**config.mk**
```make
export PLATFORM = sky130hd
export DESIGN_NAME = kabf_datapath
export DESIGN_NICKNAME = d
export VERILOG_FILES = /design/src/hdl/kabf_pkg.sv /design/src/hdl/kabf_datapath.sv
export SDC_FILE = /design/constraint.sdc
export NUM_CORES = 2
export LEC_CHECK = 0
export ABC_AREA = 1
export BUFFER_PORTS_ARGS = -buffer_cell sky130_fd_sc_hd__buf_2
export CELL_PAD_IN_SITES_DETAIL_PLACEMENT = 1
export CELL_PAD_IN_SITES_GLOBAL_PLACEMENT = 1
export CORE_MARGIN = 8
export CORE_UTILIZATION = 40
export DETAILED_ROUTE_END_ITERATION = 6
export GPL_ROUTABILITY_DRIVEN = 0
export GPL_TIMING_DRIVEN = 1
export PLACE_DENSITY_LB_ADDON = 0.1
export SLEW_MARGIN = 20
export SYNTH_ARGS = -nofsm -noshare
export SYNTH_HDL_FRONTEND = slang
export SYNTH_SLANG_ARGS = --single-unit
```
**constraint.sdc**
```tcl
create_clock -name clock -period 9.15 [get_ports clock]
set_input_delay 0.915 -clock clock [delete_from_list [all_inputs] [get_ports clock]]
set_output_delay 0.915 -clock clock [all_outputs]
set_load 0.05 [all_outputs]
```
**src/hdl/kabf_pkg.sv**
```systemverilog
`default_nettype none
package kabf_pkg;

   // datapath operation codes
   typedef enum logic [2:0] {
      OP_ADD,
      OP_SUB,
      OP_MUL,
      OP_DIV,
      OP_LD,
      OP_OUT
   } op_type;

   typedef logic [3:0] ridx_type;

   // working register file slots
   localparam ridx_type R_ANG  = 4'd0;
   localparam ridx_type R_BIAS = 4'd1;
   localparam ridx_type R_P00  = 4'd2;
   localparam ridx_type R_P01  = 4'd3;
   localparam ridx_type R_P10  = 4'd4;
   localparam ridx_type R_P11  = 4'd5;
   localparam ridx_type R_DT   = 4'd6;
   localparam ridx_type R_Y    = 4'd7;
   localparam ridx_type R_RATE = 4'd8;
   localparam ridx_type R_QA   = 4'd9;
   localparam ridx_type R_QB   = 4'd10;
   localparam ridx_type R_RN   = 4'd11;
   localparam ridx_type R_T0   = 4'd12;
   localparam ridx_type R_T1   = 4'd13;
   localparam ridx_type R_K0   = 4'd14;
   localparam ridx_type R_K1   = 4'd15;

   // configuration register indexes, byte address is 4 * index
   typedef logic [1:0] csr_idx_type;
   localparam csr_idx_type CSR_QA = 2'd0;
   localparam csr_idx_type CSR_QB = 2'd1;
   localparam csr_idx_type CSR_RN = 2'd2;

   typedef logic [5:0] step_type;

   typedef logic [4:0] count_type;
   localparam count_type DIV_LAST = 5'd31;

   // dt = round(ms * 65536 / 1000) through a reciprocal multiply
   localparam int          MS_PER_S = 1000;
   localparam logic [31:0] DT_BIAS  = 32'(MS_PER_S / 2);
   localparam logic [28:0] DT_MAGIC = 29'h10624DD3;
   localparam int          DT_SHIFT = 38;
   localparam int          DT_W     = 23;

   localparam logic signed [31:0] I32_MAX = 32'sh7FFFFFFF;
   localparam logic signed [31:0] I32_MIN = 32'sh80000000;

   typedef struct packed {
      op_type   op;
      ridx_type dst;
      ridx_type sa;
      ridx_type sb;
   } uop_type;

   typedef struct packed {
      logic    capture;
      logic    dt_load;
      logic    exec;
      logic    mul_wr;
      logic    div_step;
      logic    div_wr;
      logic    out_load;
      uop_type uop;
   } cmd_type;

   function automatic uop_type mk(op_type op, ridx_type dst, ridx_type sa, ridx_type sb);
      uop_type u;
      u.op  = op;
      u.dst = dst;
      u.sa  = sa;
      u.sb  = sb;
      return u;
   endfunction

   // micro program: load inputs, predict, correct, then read out angle and bias
   function automatic uop_type prog(step_type s);
      uop_type u;
      case (s)
         6'd0:    u = mk(OP_LD,  R_Y,    R_Y,    R_Y);
         6'd1:    u = mk(OP_LD,  R_RATE, R_RATE, R_RATE);
         6'd2:    u = mk(OP_LD,  R_DT,   R_DT,   R_DT);
         6'd3:    u = mk(OP_LD,  R_QA,   R_QA,   R_QA);
         6'd4:    u = mk(OP_LD,  R_QB,   R_QB,   R_QB);
         6'd5:    u = mk(OP_LD,  R_RN,   R_RN,   R_RN);
         6'd6:    u = mk(OP_SUB, R_T0,   R_RATE, R_BIAS);
         6'd7:    u = mk(OP_MUL, R_T0,   R_DT,   R_T0);
         6'd8:    u = mk(OP_ADD, R_ANG,  R_ANG,  R_T0);
         6'd9:    u = mk(OP_ADD, R_T0,   R_P10,  R_P01);
         6'd10:   u = mk(OP_SUB, R_T0,   R_QA,   R_T0);
         6'd11:   u = mk(OP_MUL, R_T0,   R_DT,   R_T0);
         6'd12:   u = mk(OP_ADD, R_P00,  R_P00,  R_T0);
         6'd13:   u = mk(OP_MUL, R_T0,   R_DT,   R_P11);
         6'd14:   u = mk(OP_SUB, R_P01,  R_P01,  R_T0);
         6'd15:   u = mk(OP_SUB, R_P10,  R_P10,  R_T0);
         6'd16:   u = mk(OP_MUL, R_T0,   R_DT,   R_QB);
         6'd17:   u = mk(OP_ADD, R_P11,  R_P11,  R_T0);
         6'd18:   u = mk(OP_SUB, R_Y,    R_Y,    R_ANG);
         6'd19:   u = mk(OP_ADD, R_T1,   R_P00,  R_RN);
         6'd20:   u = mk(OP_DIV, R_K0,   R_P00,  R_T1);
         6'd21:   u = mk(OP_DIV, R_K1,   R_P10,  R_T1);
         6'd22:   u = mk(OP_MUL, R_T0,   R_K0,   R_Y);
         6'd23:   u = mk(OP_ADD, R_ANG,  R_ANG,  R_T0);
         6'd24:   u = mk(OP_MUL, R_T0,   R_K1,   R_Y);
         6'd25:   u = mk(OP_ADD, R_BIAS, R_BIAS, R_T0);
         6'd26:   u = mk(OP_MUL, R_T0,   R_K0,   R_P00);
         6'd27:   u = mk(OP_SUB, R_P00,  R_P00,  R_T0);
         6'd28:   u = mk(OP_MUL, R_T0,   R_K0,   R_P01);
         6'd29:   u = mk(OP_SUB, R_P01,  R_P01,  R_T0);
         6'd30:   u = mk(OP_MUL, R_T0,   R_K1,   R_P00);
         6'd31:   u = mk(OP_SUB, R_P10,  R_P10,  R_T0);
         6'd32:   u = mk(OP_MUL, R_T0,   R_K1,   R_P01);
         6'd33:   u = mk(OP_SUB, R_P11,  R_P11,  R_T0);
         default: u = mk(OP_OUT, R_ANG,  R_ANG,  R_BIAS);
      endcase
      return u;
   endfunction

endpackage
`default_nettype wire

```
**src/hdl/kabf_datapath.sv**
```systemverilog
`default_nettype none
module kabf_datapath import kabf_pkg::*; (
   input  wire logic               clock,
   input  wire logic               reset,
   input  wire cmd_type            cmd,
   input  wire logic signed [31:0] measured_angle,
   input  wire logic signed [31:0] measured_rate,
   input  wire logic        [15:0] elapsed_ms,
   input  wire logic        [30:0] angle_process_noise,
   input  wire logic        [30:0] bias_process_noise,
   input  wire logic        [30:0] measurement_noise,
   output logic signed      [31:0] filtered_angle,
   output logic signed      [31:0] estimated_bias
);

   function automatic logic signed [31:0] sat48(logic signed [47:0] v);
      if (v > 48'(I32_MAX)) return I32_MAX;
      if (v < 48'(I32_MIN)) return I32_MIN;
      return v[31:0];
   endfunction

   // register file
   logic        [31:0] mem [16];
   logic        [15:0] vld_ff, vld_in;
   logic        [31:0] rda_ff, rdb_ff;
   logic               rda_v_ff, rdb_v_ff;
   logic signed [31:0] opa, opb;

   logic               wr_en;
   logic signed [31:0] wr_data;

   // captured inputs
   logic signed [31:0] meas_ff, rate_ff;
   logic        [60:0] dtprod_ff;
   logic [DT_W-1:0]    dt_ff;

   // multiplier
   logic signed [63:0] prod_ff;
   logic signed [63:0] prod_rnd;
   logic signed [31:0] mul_res;

   // divider
   logic        [31:0] rem_ff, lo_ff, quo_ff;
   logic        [30:0] dsor_ff;
   logic               neg_ff, ovf_ff, dzero_ff;
   logic        [31:0] absa;
   logic        [47:0] num48;
   logic        [32:0] trial, diff;
   logic               ge;
   logic signed [31:0] div_res;

   logic signed [32:0] sum33, dif33;
   logic signed [31:0] ext_val;

   logic signed [31:0] ang_out_ff, bias_out_ff;

   assign opa = rda_v_ff ? signed'(rda_ff) : 32'sd0;
   assign opb = rdb_v_ff ? signed'(rdb_ff) : 32'sd0;

   always_ff @(posedge clock) begin
      if (wr_en) begin
         mem[cmd.uop.dst] <= wr_data;
      end
      rda_ff <= mem[cmd.uop.sa];
      rdb_ff <= mem[cmd.uop.sb];
   end

   always_comb begin
      vld_in = vld_ff;
      if (wr_en) begin
         vld_in[cmd.uop.dst] = 1'b1;
      end
   end

   always_ff @(posedge clock) begin
      if (reset) begin
         vld_ff   <= '0;
         rda_v_ff <= 1'b0;
         rdb_v_ff <= 1'b0;
      end else begin
         vld_ff   <= vld_in;
         rda_v_ff <= vld_ff[cmd.uop.sa];
         rdb_v_ff <= vld_ff[cmd.uop.sb];
      end
   end

   // input capture and time step
   always_ff @(posedge clock) begin
      if (cmd.capture) begin
         meas_ff   <= measured_angle;
         rate_ff   <= measured_rate;
         dtprod_ff <= ({elapsed_ms, 16'd0} + DT_BIAS) * DT_MAGIC;
      end
      if (cmd.dt_load) begin
         dt_ff <= dtprod_ff[DT_SHIFT+DT_W-1:DT_SHIFT];
      end
   end

   always_comb begin
      case (cmd.uop.dst)
         R_Y:     ext_val = meas_ff;
         R_RATE:  ext_val = rate_ff;
         R_DT:    ext_val = signed'({{(32-DT_W){1'b0}}, dt_ff});
         R_QA:    ext_val = signed'({1'b0, angle_process_noise});
         R_QB:    ext_val = signed'({1'b0, bias_process_noise});
         R_RN:    ext_val = signed'({1'b0, measurement_noise});
         default: ext_val = 32'sd0;
      endcase
   end

   // add and subtract with saturation
   assign sum33 = 33'(opa) + 33'(opb);
   assign dif33 = 33'(opa) - 33'(opb);

   // multiply, then round to nearest and saturate in the next cycle
   always_ff @(posedge clock) begin
      if (cmd.exec) begin
         prod_ff <= opa * opb;
      end
   end
   assign prod_rnd = prod_ff + 64'sd32768;
   assign mul_res  = sat48(prod_rnd[63:16]);

   // restoring divider, one quotient bit per cycle
   assign absa  = opa[31] ? 32'(-opa) : 32'(opa);
   assign num48 = {absa, 16'd0} + {17'd0, opb[31:1]};
   assign trial = {rem_ff, lo_ff[31]};
   assign diff  = trial - {2'b00, dsor_ff};
   assign ge    = trial >= {2'b00, dsor_ff};

   always_ff @(posedge clock) begin
      if (cmd.exec) begin
         dzero_ff <= opb[31] || (opb == 32'sd0);
         neg_ff   <= opa[31];
         ovf_ff   <= {16'd0, num48[47:32]} >= 32'(opb);
         rem_ff   <= {16'd0, num48[47:32]};
         lo_ff    <= num48[31:0];
         dsor_ff  <= opb[30:0];
         quo_ff   <= '0;
      end else if (cmd.div_step) begin
         rem_ff <= ge ? diff[31:0] : trial[31:0];
         lo_ff  <= {lo_ff[30:0], 1'b0};
         quo_ff <= {quo_ff[30:0], ge};
      end
   end

   always_comb begin
      if (dzero_ff) begin
         div_res = 32'sd0;
      end else if (ovf_ff) begin
         div_res = neg_ff ? I32_MIN : I32_MAX;
      end else if (neg_ff) begin
         div_res = (quo_ff > 32'h80000000) ? I32_MIN : signed'(32'(-quo_ff));
      end else begin
         div_res = quo_ff[31] ? I32_MAX : signed'(quo_ff);
      end
   end

   // write-back selection
   always_comb begin
      wr_en   = 1'b0;
      wr_data = mul_res;
      if (cmd.mul_wr) begin
         wr_en   = 1'b1;
         wr_data = mul_res;
      end else if (cmd.div_wr) begin
         wr_en   = 1'b1;
         wr_data = div_res;
      end else if (cmd.exec) begin
         case (cmd.uop.op)
            OP_ADD: begin
               wr_en   = 1'b1;
               wr_data = sat48(48'(sum33));
            end
            OP_SUB: begin
               wr_en   = 1'b1;
               wr_data = sat48(48'(dif33));
            end
            OP_LD: begin
               wr_en   = 1'b1;
               wr_data = ext_val;
            end
            default: begin
               wr_en   = 1'b0;
               wr_data = ext_val;
            end
         endcase
      end
   end

   always_ff @(posedge clock) begin
      if (cmd.out_load) begin
         ang_out_ff  <= opa;
         bias_out_ff <= opb;
      end
   end

   assign filtered_angle = ang_out_ff;
   assign estimated_bias = bias_out_ff;

endmodule
`default_nettype wire

```
==> results by group <==
Status
  – Status: finished, violations left
  – Failing checks: negative setup slack

Critical path
  – Critical path buffers and inverters: 7
  – Delay-heaviest family, CP: adder cells
  – Crit end category: register
  – Crit Path Max Fanout: 32
  – Crit-path slowest cell: fa_1
  – Worst path max stage delay: 0.82 ns
  – CP Data Required Time: 9.68 ns
  – Critical path class: reg2reg
  – R2R Setup Slk: -0.1 ns
  – CP Cell Sequence: buf_12 > nand2_1 > buf_4 > clkinv_1 > fa_1 > inv_1 > fa_1 > fa_1 > fa_1 > inv_1 > fa_1 > fa_1 > fa_1 > inv_1 > fa_1 > inv_1 > ha_1 > nand2_1 > o21ai_0 > a21oi_1 > o21ai_0 > a21oi_1 > o21ai_1 > xor2_1
  – R2r startpoint: rdb_v_ff$_SDFF_PP0_
  – Worst Setup Start Kind: register
  – Critical Path AT: 9.78 ns
  – R2R Path End: prod_ff[42]$_DFFE_PP_
  – Worst path most repeated cell: fa_1
  – Worst Reg2Reg Path Length in Cells: 24

Placed design
  – HPWL after DPL: 327000 µm
  – Placed Area: 102000 µm²
  – Dpl ws: -0.116 ns
  – Port buffer count: 260
  – Inst Count DP: 14400

Power
  – Leakage power: 47.7 nW
  – Pwr Density: 195 nW/µm²
  – Overall power: 0.0206 W
  – Peak supply drop: 0.359 mV

Routing
  – ANT nets after route: 0
  – Residual DRC: 0
  – DR vias: 84200
  – Routed WL: 435000 µm
  – DR iter-0 viols: 7432
  – Wire per inst: 29.8 µm
  – Vias per std cell: 5.77
  – Drt first pass iters: 5

GRT
  – GRT overflow: 0
  – First-pass GRT wire length: 627000 µm
  – Total GRT Usage: 33.2%
  – Largest net degree at the start of global routing: 110
  – Initial antenna violation count: 33
  – Vias in the first global route: 89500

Floorplan
  – DIE AREA: 257000 µm²
  – # rows: 180
  – I/O pin count: 261
  – Starting Density: 40.2%
  – Core area: 240000 µm²
  – Die H: 507 µm
  – Die extent in x: 507 µm

Timing
  – Clock Skew: 0.107 ns
  – Unrepaired setup endpoints after global routing: no
  – Final setup viols: 1
  – Min cycle time layout: 9.25 ns
  – Max-slew headroom: 23.2%
  – FMAX: 108 MHz
  – PnR worst setup slack: -0.0977 ns
  – Slew Limit Fails: 0
  – Worst slew pin tran: 1.14 ns
  – Fin crit share: 101%
  – Final Hold Viols: 0

Clock network
  – Htree depth: 3
  – CTS tree: yes
  – Max Buffers Root-to-Sink: 3
  – Clock transition at path regs: 0.06 ns
  – Num CTS Buffers: 111
  – Worst-skew pair later-pin latency: 0.85 ns
  – Clock Sinks: 947
  – Root buffer cell: clkbuf_16

Yosys
  – Cell Area, Synth: 96500 µm²
  – Syn. warnings: 0
  – Ys flop type: edfxtp_1
  – Yosys reg bits: 947
  – Synth async-reset ratio: 0%
  – Post-synth EDFFs: 817
  – Mapped Nets: 13200
  – Syn Area/Cell: 8.64 µm²
  – Netlist cell types: 67
  – Mapped Cells: 11200
  – Register area share after synthesis: 28.1%

Cells and area
  – Final non-filler cell total: 14600
  – Share of layout cells above drive strength 1: 7.19%
  – Finished Cell Area: 106000 µm²
  – Layout area overhead: 9.47%
  – Fin util: 44.0%
  – Fin nets: 13300

Min path
  – Hold path cells: 1
  – Min-delay worst type: in2reg
  – HP Start: measured_angle[11]
  – WHS Endpoint: meas_ff[11]$_DFFE_PP_

Job
  – Max Cap Violations: 0
[layer usage]
metal / routed length, µm / vias to the layer above / part of all wire (%) / GRT usage [%]
met5: 124 / - / 0.029 / 0
met4: 28900 / 18 / 6.6 / 17.8
met3: 35900 / 1036 / 8.3 / 7.01
met2: 196000 / 3579 / 45 / 53.0
met1: 174000 / 43500 / 40 / 42.3
li1: - / 36100 / - / -
[placed cells by master (no fill, tap or decap), types with 37 or more instances in the layout]
cell / Yosys / routed
nand2_1: 1870 / 1867
clkinv_1: 22 / 55
dfxtp_1: 130 / 127
o22ai_1: 86 / 86
nand3_1: 296 / 296
inv_1: 1799 / 1792
nand4_1: 86 / 86
a22o_1: 37 / 37
buf_2: 32 / 253
a21oi_1: 581 / 581
xnor2_1: 52 / 52
nor2_1: 1403 / 1386
ha_1: 558 / 558
edfxtp_1: 817 / 817
o21ai_0: 1028 / 1026
fa_1: 1226 / 1226
xor2_1: 157 / 157
buf_4: 9 / 221
clkbuf_16: 0 / 111
nor3_1: 53 / 53
o221ai_1: 114 / 114
o211ai_1: 37 / 37
[cells in the mapped netlist, types with 7 or more instances]
library cell | instances | area share [%]
fa_1 | 1226 | 25
a21oi_1 | 581 | 3.0
o211ai_1 | 37 | 0.29
or2_2 | 8 | 0.052
nor4_1 | 23 | 0.15
nor2_1 | 1403 | 5.5
nor3_1 | 53 | 0.27
o21ai_0 | 1028 | 5.3
dfxtp_1 | 130 | 2.7
a31oi_1 | 31 | 0.20
nor2_2 | 17 | 0.11
o21ai_2 | 10 | 0.091
xnor2_1 | 52 | 0.47
buf_4 | 9 | 0.070
inv_2 | 34 | 0.13
buf_2 | 32 | 0.17
clkbuf_1 | 385 | 1.5
inv_1 | 1799 | 7.0
nand2_1 | 1870 | 7.3
xor2_1 | 157 | 1.4
nand4_1 | 86 | 0.56
buf_1 | 63 | 0.25
o221ai_1 | 114 | 1.0
o21bai_1 | 23 | 0.18
nand3_1 | 296 | 1.5
o21a_1 | 14 | 0.11
nand2_4 | 13 | 0.15
o21ai_1 | 17 | 0.088
nor2_4 | 7 | 0.082
a21o_1 | 29 | 0.23
nand3b_1 | 12 | 0.093
edfxtp_1 | 817 | 25
a22o_1 | 37 | 0.34
clkinv_1 | 22 | 0.086
o22ai_1 | 86 | 0.56
a21boi_0 | 7 | 0.054
nand2_2 | 24 | 0.16
ha_1 | 558 | 7.2
[timing repair]
action | 4_1_cts | 5_1_grt
hold endpoints to repair | 0 | 0
hold buffers | 0 | 0
cloned | 0 | 0
endpoints found under the setup margin | 1 | 7
gates resized for setup | 3 | 5
buffers inserted | 0 | 1
[cells by family (layout without fill, tap and decap cells)]
group           count (synthesis)  in the layout  synth area share, %
xor+xnor                      213            213                 1.96
flops                         947            947                 28.1
compound gates               2047           2047                 11.8
other cells                     0             21                    0
buf+inv                      2353           2558                 9.31
simple gates                 3831           3831                 16.1
fa+ha+maj                    1784           1784                 32.7
[worst register-to-register path: stages (launching register included)]
cell      delay [ns]
dfxtp_1         0.33
buf_12          0.19
nand2_1         0.23
buf_4           0.26
clkinv_1        0.74
fa_1            0.84
inv_1           0.06
fa_1            0.46
fa_1            0.54
fa_1            0.57
inv_1           0.06
fa_1            0.48
fa_1            0.48
fa_1            0.57
inv_1           0.08
fa_1            0.52
inv_1           0.05
ha_1            0.36
nand2_1         0.11
o21ai_0         0.58
a21oi_1         0.15
o21ai_0         0.50
a21oi_1         0.10
o21ai_1         0.32
xor2_1          0.37
[layout make-up]
| type | count | area (µm²) |
|---|---|---|
| inverters | 1857 | 7000 |
| repair buffers | 490 | 3220 |
| clock inverters | 81 | 851 |
| clock buffers | 130 | 2870 |
| multi-input cells | 7875 | 60500 |
| flip-flops and latches | 947 | 27100 |
| fillers | 28100 | 135000 |
| well taps | 3185 | 3990 |
| diodes | 21 | 52.6 |
[through the flow]
step,setup TNS (ns),hold WS [ns]
finish,-0.0977,0.290
global placement,-0.249,0.408
global route,0,0.252
detailed placement,-0.116,0.406
CTS,0,0.223
floorplan,0,0.400
[registers in the layout, indices dropped and copies added, names as in the netlist, 23 cells and up]
signal / cells
mem: 512
prod_ff: 49
estimated_bias: 32
filtered_angle: 32
lo_ff: 32
meas_ff: 32
quo_ff: 32
rate_ff: 32
rda_ff: 32
rdb_ff: 32
rem_ff: 32
dsor_ff: 31
dt_ff: 23
dtprod_ff: 23
[worst max-delay path by stage]
stage	from	end	slack [ns]	depth (start not counted)
2_1_floorplan	rda_v_ff$_SDFF_PP0_	prod_ff[63]$_DFFE_PP_	1.18	29
3_3_place_gp	rda_v_ff$_SDFF_PP0_	prod_ff[42]$_DFFE_PP_	-0.25	24
3_5_place_dp	rda_v_ff$_SDFF_PP0_	prod_ff[42]$_DFFE_PP_	-0.12	24
4_1_cts	rda_ff[29]$_DFF_P_	prod_ff[42]$_DFFE_PP_	0.002	25
5_1_grt	rdb_v_ff$_SDFF_PP0_	prod_ff[42]$_DFFE_PP_	0.0005	24
6_report	rdb_v_ff$_SDFF_PP0_	prod_ff[42]$_DFFE_PP_	-0.1	24
[power breakdown]
group / total, W / leakage, nW / internal, W / switching, W
logic: 0.0103 / 37.1 / 0.00334 / 0.00691
clock network: 0.00464 / 1.79 / 0.00257 / 0.00207
registers: 0.00573 / 8.83 / 0.00540 / 0.000334
(Power assumes the default switching activity.)
