[src/hdl/kabf_pkg.sv]
`default_nettype none
package kabf_pkg;

   // datapath operation codes
   typedef enum logic [2:0] {
      OP_ADD,
      OP_SUB,
      OP_MUL,
      OP_DIV,
      OP_LD,
      OP_OUT
   } op_type;

   typedef logic [3:0] ridx_type;

   // working register file slots
   localparam ridx_type R_ANG  = 4'd0;
   localparam ridx_type R_BIAS = 4'd1;
   localparam ridx_type R_P00  = 4'd2;
   localparam ridx_type R_P01  = 4'd3;
   localparam ridx_type R_P10  = 4'd4;
   localparam ridx_type R_P11  = 4'd5;
   localparam ridx_type R_DT   = 4'd6;
   localparam ridx_type R_Y    = 4'd7;
   localparam ridx_type R_RATE = 4'd8;
   localparam ridx_type R_QA   = 4'd9;
   localparam ridx_type R_QB   = 4'd10;
   localparam ridx_type R_RN   = 4'd11;
   localparam ridx_type R_T0   = 4'd12;
   localparam ridx_type R_T1   = 4'd13;
   localparam ridx_type R_K0   = 4'd14;
   localparam ridx_type R_K1   = 4'd15;

   // configuration register indexes, byte address is 4 * index
   typedef logic [1:0] csr_idx_type;
   localparam csr_idx_type CSR_QA = 2'd0;
   localparam csr_idx_type CSR_QB = 2'd1;
   localparam csr_idx_type CSR_RN = 2'd2;

   typedef logic [5:0] step_type;

   typedef logic [4:0] count_type;
   localparam count_type DIV_LAST = 5'd31;

   // dt = round(ms * 65536 / 1000) through a reciprocal multiply
   localparam int          MS_PER_S = 1000;
   localparam logic [31:0] DT_BIAS  = 32'(MS_PER_S / 2);
   localparam logic [28:0] DT_MAGIC = 29'h10624DD3;
   localparam int          DT_SHIFT = 38;
   localparam int          DT_W     = 23;

   localparam logic signed [31:0] I32_MAX = 32'sh7FFFFFFF;
   localparam logic signed [31:0] I32_MIN = 32'sh80000000;

   typedef struct packed {
      op_type   op;
      ridx_type dst;
      ridx_type sa;
      ridx_type sb;
   } uop_type;

   typedef struct packed {
      logic    capture;
      logic    dt_load;
      logic    exec;
      logic    mul_wr;
      logic    div_step;
      logic    div_wr;
      logic    out_load;
      uop_type uop;
   } cmd_type;

   function automatic uop_type mk(op_type op, ridx_type dst, ridx_type sa, ridx_type sb);
      uop_type u;
      u.op  = op;
      u.dst = dst;
      u.sa  = sa;
      u.sb  = sb;
      return u;
   endfunction

   // micro program: load inputs, predict, correct, then read out angle and bias
   function automatic uop_type prog(step_type s);
      uop_type u;
      case (s)
         6'd0:    u = mk(OP_LD,  R_Y,    R_Y,    R_Y);
         6'd1:    u = mk(OP_LD,  R_RATE, R_RATE, R_RATE);
         6'd2:    u = mk(OP_LD,  R_DT,   R_DT,   R_DT);
         6'd3:    u = mk(OP_LD,  R_QA,   R_QA,   R_QA);
         6'd4:    u = mk(OP_LD,  R_QB,   R_QB,   R_QB);
         6'd5:    u = mk(OP_LD,  R_RN,   R_RN,   R_RN);
         6'd6:    u = mk(OP_SUB, R_T0,   R_RATE, R_BIAS);
         6'd7:    u = mk(OP_MUL, R_T0,   R_DT,   R_T0);
         6'd8:    u = mk(OP_ADD, R_ANG,  R_ANG,  R_T0);
         6'd9:    u = mk(OP_ADD, R_T0,   R_P10,  R_P01);
         6'd10:   u = mk(OP_SUB, R_T0,   R_QA,   R_T0);
         6'd11:   u = mk(OP_MUL, R_T0,   R_DT,   R_T0);
         6'd12:   u = mk(OP_ADD, R_P00,  R_P00,  R_T0);
         6'd13:   u = mk(OP_MUL, R_T0,   R_DT,   R_P11);
         6'd14:   u = mk(OP_SUB, R_P01,  R_P01,  R_T0);
         6'd15:   u = mk(OP_SUB, R_P10,  R_P10,  R_T0);
         6'd16:   u = mk(OP_MUL, R_T0,   R_DT,   R_QB);
         6'd17:   u = mk(OP_ADD, R_P11,  R_P11,  R_T0);
         6'd18:   u = mk(OP_SUB, R_Y,    R_Y,    R_ANG);
         6'd19:   u = mk(OP_ADD, R_T1,   R_P00,  R_RN);
         6'd20:   u = mk(OP_DIV, R_K0,   R_P00,  R_T1);
         6'd21:   u = mk(OP_DIV, R_K1,   R_P10,  R_T1);
         6'd22:   u = mk(OP_MUL, R_T0,   R_K0,   R_Y);
         6'd23:   u = mk(OP_ADD, R_ANG,  R_ANG,  R_T0);
         6'd24:   u = mk(OP_MUL, R_T0,   R_K1,   R_Y);
         6'd25:   u = mk(OP_ADD, R_BIAS, R_BIAS, R_T0);
         6'd26:   u = mk(OP_MUL, R_T0,   R_K0,   R_P00);
         6'd27:   u = mk(OP_SUB, R_P00,  R_P00,  R_T0);
         6'd28:   u = mk(OP_MUL, R_T0,   R_K0,   R_P01);
         6'd29:   u = mk(OP_SUB, R_P01,  R_P01,  R_T0);
         6'd30:   u = mk(OP_MUL, R_T0,   R_K1,   R_P00);
         6'd31:   u = mk(OP_SUB, R_P10,  R_P10,  R_T0);
         6'd32:   u = mk(OP_MUL, R_T0,   R_K1,   R_P01);
         6'd33:   u = mk(OP_SUB, R_P11,  R_P11,  R_T0);
         default: u = mk(OP_OUT, R_ANG,  R_ANG,  R_BIAS);
      endcase
      return u;
   endfunction

endpackage
`default_nettype wire

[src/hdl/kabf_ctrl.sv]
`default_nettype none
module kabf_ctrl import kabf_pkg::*; (
   input  wire logic clock,
   input  wire logic reset,
   input  wire logic req_valid,
   output logic      req_ready,
   output logic      rsp_valid,
   input  wire logic rsp_ready,
   output cmd_type   cmd
);

   typedef enum logic [7:0] {
      ST_IDLE  = 8'b0000_0001,
      ST_DT    = 8'b0000_0010,
      ST_ISSUE = 8'b0000_0100,
      ST_EXEC  = 8'b0000_1000,
      ST_MULW  = 8'b0001_0000,
      ST_DIVS  = 8'b0010_0000,
      ST_DIVW  = 8'b0100_0000,
      ST_OUTW  = 8'b1000_0000
   } state_type;

   state_type state_ff, state_in;
   step_type  step_ff, step_in;
   count_type cnt_ff, cnt_in;
   logic      rsp_valid_ff, rsp_valid_in;
   uop_type   uop;

   assign uop = prog(step_ff);

   always_comb begin
      state_in     = state_ff;
      step_in      = step_ff;
      cnt_in       = cnt_ff;
      rsp_valid_in = rsp_valid_ff && !rsp_ready;
      cmd          = '0;
      cmd.uop      = uop;
      req_ready    = 1'b0;
      unique case (state_ff)
         ST_IDLE: begin
            req_ready = 1'b1;
            if (req_valid) begin
               cmd.capture = 1'b1;
               state_in    = ST_DT;
            end
         end
         ST_DT: begin
            cmd.dt_load = 1'b1;
            step_in     = '0;
            state_in    = ST_ISSUE;
         end
         ST_ISSUE: begin
            state_in = ST_EXEC;
         end
         ST_EXEC: begin
            cmd.exec = (uop.op != OP_OUT);
            case (uop.op)
               OP_MUL: state_in = ST_MULW;
               OP_DIV: begin
                  cnt_in   = '0;
                  state_in = ST_DIVS;
               end
               OP_OUT: state_in = ST_OUTW;
               default: begin
                  step_in  = step_ff + 6'd1;
                  state_in = ST_ISSUE;
               end
            endcase
         end
         ST_MULW: begin
            cmd.mul_wr = 1'b1;
            step_in    = step_ff + 6'd1;
            state_in   = ST_ISSUE;
         end
         ST_DIVS: begin
            cmd.div_step = 1'b1;
            cnt_in       = cnt_ff + 5'd1;
            if (cnt_ff == DIV_LAST) begin
               state_in = ST_DIVW;
            end
         end
         ST_DIVW: begin
            cmd.div_wr = 1'b1;
            step_in    = step_ff + 6'd1;
            state_in   = ST_ISSUE;
         end
         ST_OUTW: begin
            if (!rsp_valid_ff || rsp_ready) begin
               cmd.out_load = 1'b1;
               rsp_valid_in = 1'b1;
               state_in     = ST_IDLE;
            end
         end
         default: begin
            state_in = ST_IDLE;
         end
      endcase
   end

   always_ff @(posedge clock) begin
      if (reset) begin
         state_ff     <= ST_IDLE;
         step_ff      <= '0;
         cnt_ff       <= '0;
         rsp_valid_ff <= 1'b0;
      end else begin
         state_ff     <= state_in;
         step_ff      <= step_in;
         cnt_ff       <= cnt_in;
         rsp_valid_ff <= rsp_valid_in;
      end
   end

   assign rsp_valid = rsp_valid_ff;

endmodule
`default_nettype wire

[config.mk]
export PLATFORM = sky130hd
export DESIGN_NAME = kabf_ctrl
export DESIGN_NICKNAME = d
export VERILOG_FILES = /design/src/hdl/kabf_pkg.sv /design/src/hdl/kabf_ctrl.sv
export SDC_FILE = /design/constraint.sdc
export NUM_CORES = 1
export LEC_CHECK = 0
export BUFFER_PORTS_ARGS = -buffer_cell sky130_fd_sc_hd__buf_4
export CORE_ASPECT_RATIO = 1.1
export CORE_MARGIN = 2
export CORE_UTILIZATION = 53
export DETAILED_ROUTE_END_ITERATION = 7
export PLACE_DENSITY = 0.72
export SYNTH_ARGS = -nofsm -noshare
export SYNTH_HDL_FRONTEND = slang
export SYNTH_SLANG_ARGS = --single-unit
export TNS_END_PERCENT = 1
[constraint.sdc]
create_clock -name clock -period 3.45 [get_ports clock]
set_clock_uncertainty 0.15 [all_clocks]
set_input_delay 1.035 -clock clock [delete_from_list [all_inputs] [get_ports clock]]
set_output_delay 1.035 -clock clock [all_outputs]
set_load 0.005 [all_outputs]
==> results of run 1 <==
## area by class of cell
class	instances	area (um2)	area share (%)
Multi-Input combinational cell	242	1752	54.33
Sequential cell	35	700.7	21.73
Timing Repair Buffer	67	515.5	15.99
Inverter	18	73.82	2.289
Tap cell	56	70.07	2.173
Clock buffer	5	68.82	2.134
Clock inverter	3	43.79	1.358
## state kept, by name, indices dropped and copies added, names as in the netlist
register	count
cnt_ff	5
rsp_valid	1
step_ff	6
uop	15
state_ff	8
## synth_stat cells, types with 3 or more instances
library cell,instances,area share [%]
clkbuf_1,8,1.1
nor3b_1,3,0.85
buf_6,5,2.1
inv_2,3,0.43
mux2i_1,4,1.5
inv_1,11,1.6
nor3_1,12,2.3
nand4_1,7,1.7
xnor2_1,6,2.0
and3_1,3,0.71
nand2_1,19,2.7
and2_1,4,0.95
or4_1,3,0.85
ha_1,11,5.2
a21boi_0,3,0.85
o21ai_0,15,2.8
a31oi_1,8,1.9
nand3_1,18,3.4
a21oi_1,14,2.7
nand3b_1,3,0.85
o21a_1,5,1.4
buf_2,7,1.3
o21ai_1,3,0.57
nor4b_1,4,1.3
a211o_1,3,1.0
dfxtp_1,35,27
o211ai_1,9,2.6
nor2_1,12,1.7
a211oi_1,6,1.7
a221oi_1,3,1.0
nand2b_1,6,1.4
o31ai_1,5,1.4
## how the worst max path moves through the flow
stage	startpoint	depth (start not counted)	slack [ns]	to
after floorplan	state_ff[5]$_SDFFE_PP0P_	11	0.14	uop[7]$_DFF_P_
after global placement	reset	13	0.004	uop[12]$_DFF_P_
after detailed placement	reset	13	-0.03	uop[12]$_DFF_P_
after CTS	state_ff[6]$_SDFFE_PP0P_	6	0.07	cmd[17]
after global routing	state_ff[5]$_SDFFE_PP0P_	10	-0.01	uop[13]$_DFF_P_
final	state_ff[6]$_SDFFE_PP0P_	6	0.15	cmd[17]
## worst max-delay path: cells and delay by family (launching register included)
kind                   cells  cell delay [ns]
flip-flops                 1             0.32
AND/OR/NAND/NOR            3             1.06
buffers and inverters      3             0.44
## cell families (layout without fill, tap and decap cells)
family,Yosys count,after routing,synth area share [%]
adders and majority gates,12,12,5.595
buffers and inverters,40,93,7.965
DFF,35,35,26.55
AOI/OAI and AO/OA,103,103,29.54
xor gates and xnor gates,8,8,2.655
muxes,5,5,1.944
and+or+nand+nor,114,114,25.75
## stage by stage
| step | setup TNS, ns | setup slack (ns) | area [um2] | power [mW] | util, % |
|---|---|---|---|---|---|
| final | 0 | 0.1543 | 3224 | 0.8884 | 68.36 |
| after global routing | -0.01045 | -0.01045 | 3224 | 0.9163 | 68.36 |
| after CTS | 0 | 0.06710 | 3201 | 0.8893 | 67.85 |
| after detailed placement | -0.03202 | -0.03202 | 3088 | 0.5142 | 65.46 |
| after global placement | 0 | 0.004026 | 3088 | 0.5135 | 65.46 |
| after floorplan | 0 | 0.1437 | 2639 | 0.4837 | - |
## report_power, final
part / switching (mW) / leakage (nW) / total [mW] / internal (mW)
clock: 0.164 / 0.0581 / 0.379 / 0.215
sequential: 0.00717 / 0.283 / 0.417 / 0.410
combinational: 0.0512 / 0.933 / 0.0920 / 0.0408
total: 0.223 / 1.27 / 0.888 / 0.666
## per-layer routing
metal	vias up	routed length (um)	GRT usage, %
met1	1271	3125	36.71
met3	18	610	4.675
met4	0	177	10.94
met2	122	3695	46.76
li1	1305	-	-
met5	-	0	0
## repair_timing
action / CTS / global route
setup buffers: 0 / 0
endpoints found under the setup margin: 0 / 5
resized for setup: 0 / 5
==> flow_metrics.env, run 1 <==
export IMPL_status="finished clean"
export IMPL_path_clk_slew_ns=0.08
export IMPL_drive_gt1_share_pct=30.00
export IMPL_ys_ff_latch=35
export IMPL_n_antenna_cell=0
export IMPL_finalWirelength_um=7608
export IMPL_final_cell_mix="66 x buf_4, 35 x dfxtp_1, 19 x nand2_1, 18 x nand3_1, 15 x o21ai_0"
export IMPL_path_max_fanout=7
export IMPL_holdPathStages=2
export IMPL_min_to="cnt_ff[4]$_SDFFE_PP0P_"
export IMPL_tightest_slew_ns=0.7426
export IMPL_syn_inst=317
export IMPL_ys_flop_type="dfxtp_1"
export IMPL_clockBufferDepth=2
export IMPL_vias=2716
export IMPL_place_hpwl_um=5664
export IMPL_slowest_delay_ns=0.74
export IMPL_yosysSeqAreaShare_pct=26.55
export IMPL_cp_end_kind="output port"
export IMPL_final_antenna_net_count=0
export IMPL_power_leakage_nw=1.274
export IMPL_worstSkewPairLatency_ns=0.30
export IMPL_wl_per_cell_um=17.86
export IMPL_synth_edff_count=0
export IMPL_initial_core_util_pct=55.94
export IMPL_drc=0
export IMPL_slowest_stage="or4_2"
export IMPL_maxCapViolations=0
export IMPL_p_per_area_nw_per_um2=275.5
export IMPL_worstReg2RegEnd="uop[5]$_DFF_P_"
export IMPL_io_pins=28
export IMPL_max_slew_margin_pct=49.97
export IMPL_htree_levels=2
export IMPL_crit_chain="buf_4 -> or4_2 -> nor3_2 -> nand3b_1 -> clkinv_1 -> buf_4"
export IMPL_r2r_cells=10
export IMPL_drt_iter0_drc=159
export IMPL_synth_area_per_cell_um2=8.324
export IMPL_fp_dieW_um=71.28
export IMPL_antenna_found_initial=0
export IMPL_rsz0062_at_grt="true"
export IMPL_cp_arrival_ns=2.11
export IMPL_regToRegStartpoint="state_ff[4]$_SDFFE_PP0P_"
export IMPL_io_buffers=27
export IMPL_nFillCells=394
export IMPL_setup_violations=0
export IMPL_synth_fp_nets=332
export IMPL_cts_buffers=5
export IMPL_gr_total_overflow=0
export IMPL_grt_pass1_vias=2509
export IMPL_period_needed_ns=3.296
export IMPL_ys_async_sr_fraction_pct=0
export IMPL_routabilityCongestion=0.9363
export IMPL_fin_nets=384
export IMPL_min_path_type="register to register"
export IMPL_cts_hold_buf=0
export IMPL_clock_sinks=35
export IMPL_synth_yosys_warnings=0
export IMPL_fp_row_count=26
export IMPL_holdWs_ns=0.3281
export IMPL_die_h_um=78.01
export IMPL_dieArea_um2=5560
export IMPL_dr_pass1_iters=4
export IMPL_viasPerCell=6.376
export IMPL_ir_drop_mv=0.1806
export IMPL_maxSlewViolCount=0
export IMPL_core_area_um2=4717
export IMPL_worstPathRequired_ns=2.26
export IMPL_grt_max_degree=24
export IMPL_critPathLaunchType="register"
export IMPL_grt_usage_pct=28.36
export IMPL_root_buffer="clkbuf_8"
export IMPL_fmax_mhz=303.4
export IMPL_hold_viol=0
export IMPL_synth_distinct_cells=78
export IMPL_fin_crit_sh_pct=95.53
export IMPL_layout_cells_non_filler=426
export IMPL_cp_common_cell="buf_4"
export IMPL_grt_pass1_wl_um=12480
export IMPL_syn2layout_area_growth_pct=22.19
export IMPL_dp_cells=418
export IMPL_reg2reg_slack_ns=0.18
export IMPL_final_common_cell="buf_4"
export IMPL_cts_tree="built"
export IMPL_min_from="cnt_ff[4]$_SDFFE_PP0P_"
export IMPL_syn_cell_area_um2=2639
export IMPL_worstSetupPathType="register to output port"
Note: power is estimated with default switching activity, not from simulation.
==> inputs of run 2 (changes only) <==
--- a/config.mk
+++ b/config.mk
@@ -8,9 +8,9 @@
 export BUFFER_PORTS_ARGS = -buffer_cell sky130_fd_sc_hd__buf_4
 export CORE_ASPECT_RATIO = 1.1
 export CORE_MARGIN = 2
-export CORE_UTILIZATION = 53
+export CORE_UTILIZATION = 59
 export DETAILED_ROUTE_END_ITERATION = 7
-export PLACE_DENSITY = 0.72
+export PLACE_DENSITY = 0.76
 export SYNTH_ARGS = -nofsm -noshare
 export SYNTH_HDL_FRONTEND = slang
 export SYNTH_SLANG_ARGS = --single-unit
==> constraint.sdc (replaced) <==
create_clock -name clock -period 3.69 [get_ports clock]
set_clock_uncertainty 0.15 [all_clocks]
set_input_delay 1.107 -clock clock [delete_from_list [all_inputs] [get_ports clock]]
set_output_delay 1.107 -clock clock [all_outputs]
set_load 0.005 [all_outputs]
==> run 2 against run 1 <==
Net effect:
- hold slack better by 0.010 ns
- cell area is 7.5% lower
- cell count is 6.1% lower
- global-route usage is 3.3 points higher
- first-iteration DRC count is 14% higher
- die area is 9.6% lower
- critical endpoint unchanged
- sequential power is 6.7% lower
- flip-flop and latch count stayed put
- non-clock buffer count is 24 lower
- via count is 2.9% lower
==> flow_metrics.env, run 2 (synthesis gave the netlist of run 1 again) <==
export IMPL_status="finished clean"
export IMPL_wl_per_cell_um=18.05
export IMPL_min_from="rsp_valid$_SDFF_PP0_"
export IMPL_period_needed_ns=3.471
export IMPL_tightest_slew_ns=0.5579
export IMPL_clock_sinks=35
export IMPL_cp_arrival_ns=2.21
export IMPL_hold_viol=0
export IMPL_clockBufferDepth=2
export IMPL_maxSlewViolCount=0
export IMPL_final_cell_mix="43 x buf_4, 35 x dfxtp_1, 19 x nand2_1, 18 x nand3_1, 15 x o21ai_0"
export IMPL_cts_tree="built"
export IMPL_core_area_um2=4285
export IMPL_drt_iter0_drc=182
export IMPL_n_antenna_cell=0
export IMPL_syn2layout_area_growth_pct=12.99
export IMPL_dr_pass1_iters=5
export IMPL_io_buffers=27
export IMPL_worstPathRequired_ns=2.43
export IMPL_holdPathStages=2
export IMPL_post_cts_buffers=0
export IMPL_place_area_um2=2893
export IMPL_cp_end_kind="output port"
export IMPL_final_antenna_net_count=0
export IMPL_regToRegStartpoint="state_ff[5]$_SDFFE_PP0P_"
export IMPL_power_leakage_nw=1.130
export IMPL_fin_crit_sh_pct=94.08
export IMPL_rsz0062_at_grt="false"
export IMPL_htree_levels=2
export IMPL_slowest_delay_ns=0.76
export IMPL_ir_drop_mv=0.1731
export IMPL_initial_core_util_pct=61.58
export IMPL_grt_pass1_vias=2443
export IMPL_dp_cells=392
export IMPL_grt_pass1_wl_um=11850
export IMPL_cts_hold_buf=0
export IMPL_holdWs_ns=0.3382
export IMPL_min_to="rsp_valid$_SDFF_PP0_"
export IMPL_path_clk_slew_ns=0.08
export IMPL_maxCapViolations=0
export IMPL_drive_gt1_share_pct=23.99
export IMPL_viasPerCell=6.590
export IMPL_layout_cells_non_filler=400
export IMPL_cts_resized=0
export IMPL_root_buffer="clkbuf_8"
export IMPL_fin_tns_setup_ns=0
export IMPL_final_util_pct=69.58
export IMPL_io_pins=28
export IMPL_fp_dieW_um=67.77
export IMPL_worstReg2RegEnd="uop[10]$_DFF_P_"
export IMPL_antenna_found_initial=0
export IMPL_max_slew_margin_pct=62.52
export IMPL_setup_violations=0
export IMPL_reg2reg_slack_ns=0.24
export IMPL_p_per_area_nw_per_um2=250.1
export IMPL_crit_chain="or4_2 -> nor3_1 -> nand3b_1 -> clkinv_1 -> buf_4"
export IMPL_fin_area_um2=2982
export IMPL_path_max_fanout=7
export IMPL_cts_buffers=5
export IMPL_worstSkewPairLatency_ns=0.29
export IMPL_grt_max_degree=25
export IMPL_gr_total_overflow=0
export IMPL_final_common_cell="buf_4"
export IMPL_vias=2636
export IMPL_dieArea_um2=5024
export IMPL_die_h_um=74.14
export IMPL_worstSetupPathType="register to output port"
export IMPL_routabilityCongestion=0.9767
export IMPL_slowest_stage="or4_2"
export IMPL_grt_usage_pct=31.62
export IMPL_r2r_cells=10
export IMPL_min_path_type="register to register"
export IMPL_place_hpwl_um=5294
export IMPL_critPathLaunchType="register"
export IMPL_fin_nets=360
export IMPL_fp_row_count=25
export IMPL_largest_register_ffs=15
export IMPL_drc=0
export IMPL_fmax_mhz=288.1
export IMPL_finalWirelength_um=7219
## run 2: cell type report
cell class | count | area (um2)
Clock buffer | 5 | 68.82
Clock inverter | 3 | 20.02
Fill cell | 375 | 1304
Inverter | 18 | 73.82
Multi-Input combinational cell | 242 | 1728
Sequential cell | 35 | 700.7
Tap cell | 54 | 67.56
Timing Repair Buffer | 43 | 322.8
## run 2: worst max-delay path: cells and delay by family (launching register included)
family	cells	cell delay (ns)
simple gates	3	1.21
flops	1	0.38
buf+inv	2	0.33
## run 2: routing by layer
metal	vias to the layer above	GRT usage, %	wire, um
met2	120	52.72	3475
met3	22	5.144	536
met5	-	0	0
met4	0	14.97	249
li1	1263	-	-
met1	1231	39.53	2958
## run 2: worst max path at each step
stage                              from         endpoint  slack [ns]  cells after the start
6_report       state_ff[6]$_SDFFE_PP0P_          cmd[17]        0.22                      5
5_1_grt        state_ff[6]$_SDFFE_PP0P_  uop[12]$_DFF_P_        0.05                     12
4_1_cts        state_ff[6]$_SDFFE_PP0P_          cmd[17]        0.22                      5
3_5_place_dp                      reset  uop[12]$_DFF_P_        0.19                     13
3_3_place_gp                      reset  uop[12]$_DFF_P_        0.23                     13
2_1_floorplan                     reset  uop[12]$_DFF_P_        0.37                     13
## run 2: through the flow
stage	power [mW]	worst slack, ns
after floorplan	0.4523	0.3707
after global placement	0.4744	0.2329
after detailed placement	0.4753	0.1901
after CTS	0.7525	0.2174
after global routing	0.7778	0.05141
final	0.7458	0.2185
## run 2: power breakdown
part	internal, mW	total [mW]	switching, mW
registers	0.383	0.389	0.00616
clock network	0.131	0.278	0.147
logic	0.0325	0.0785	0.0460
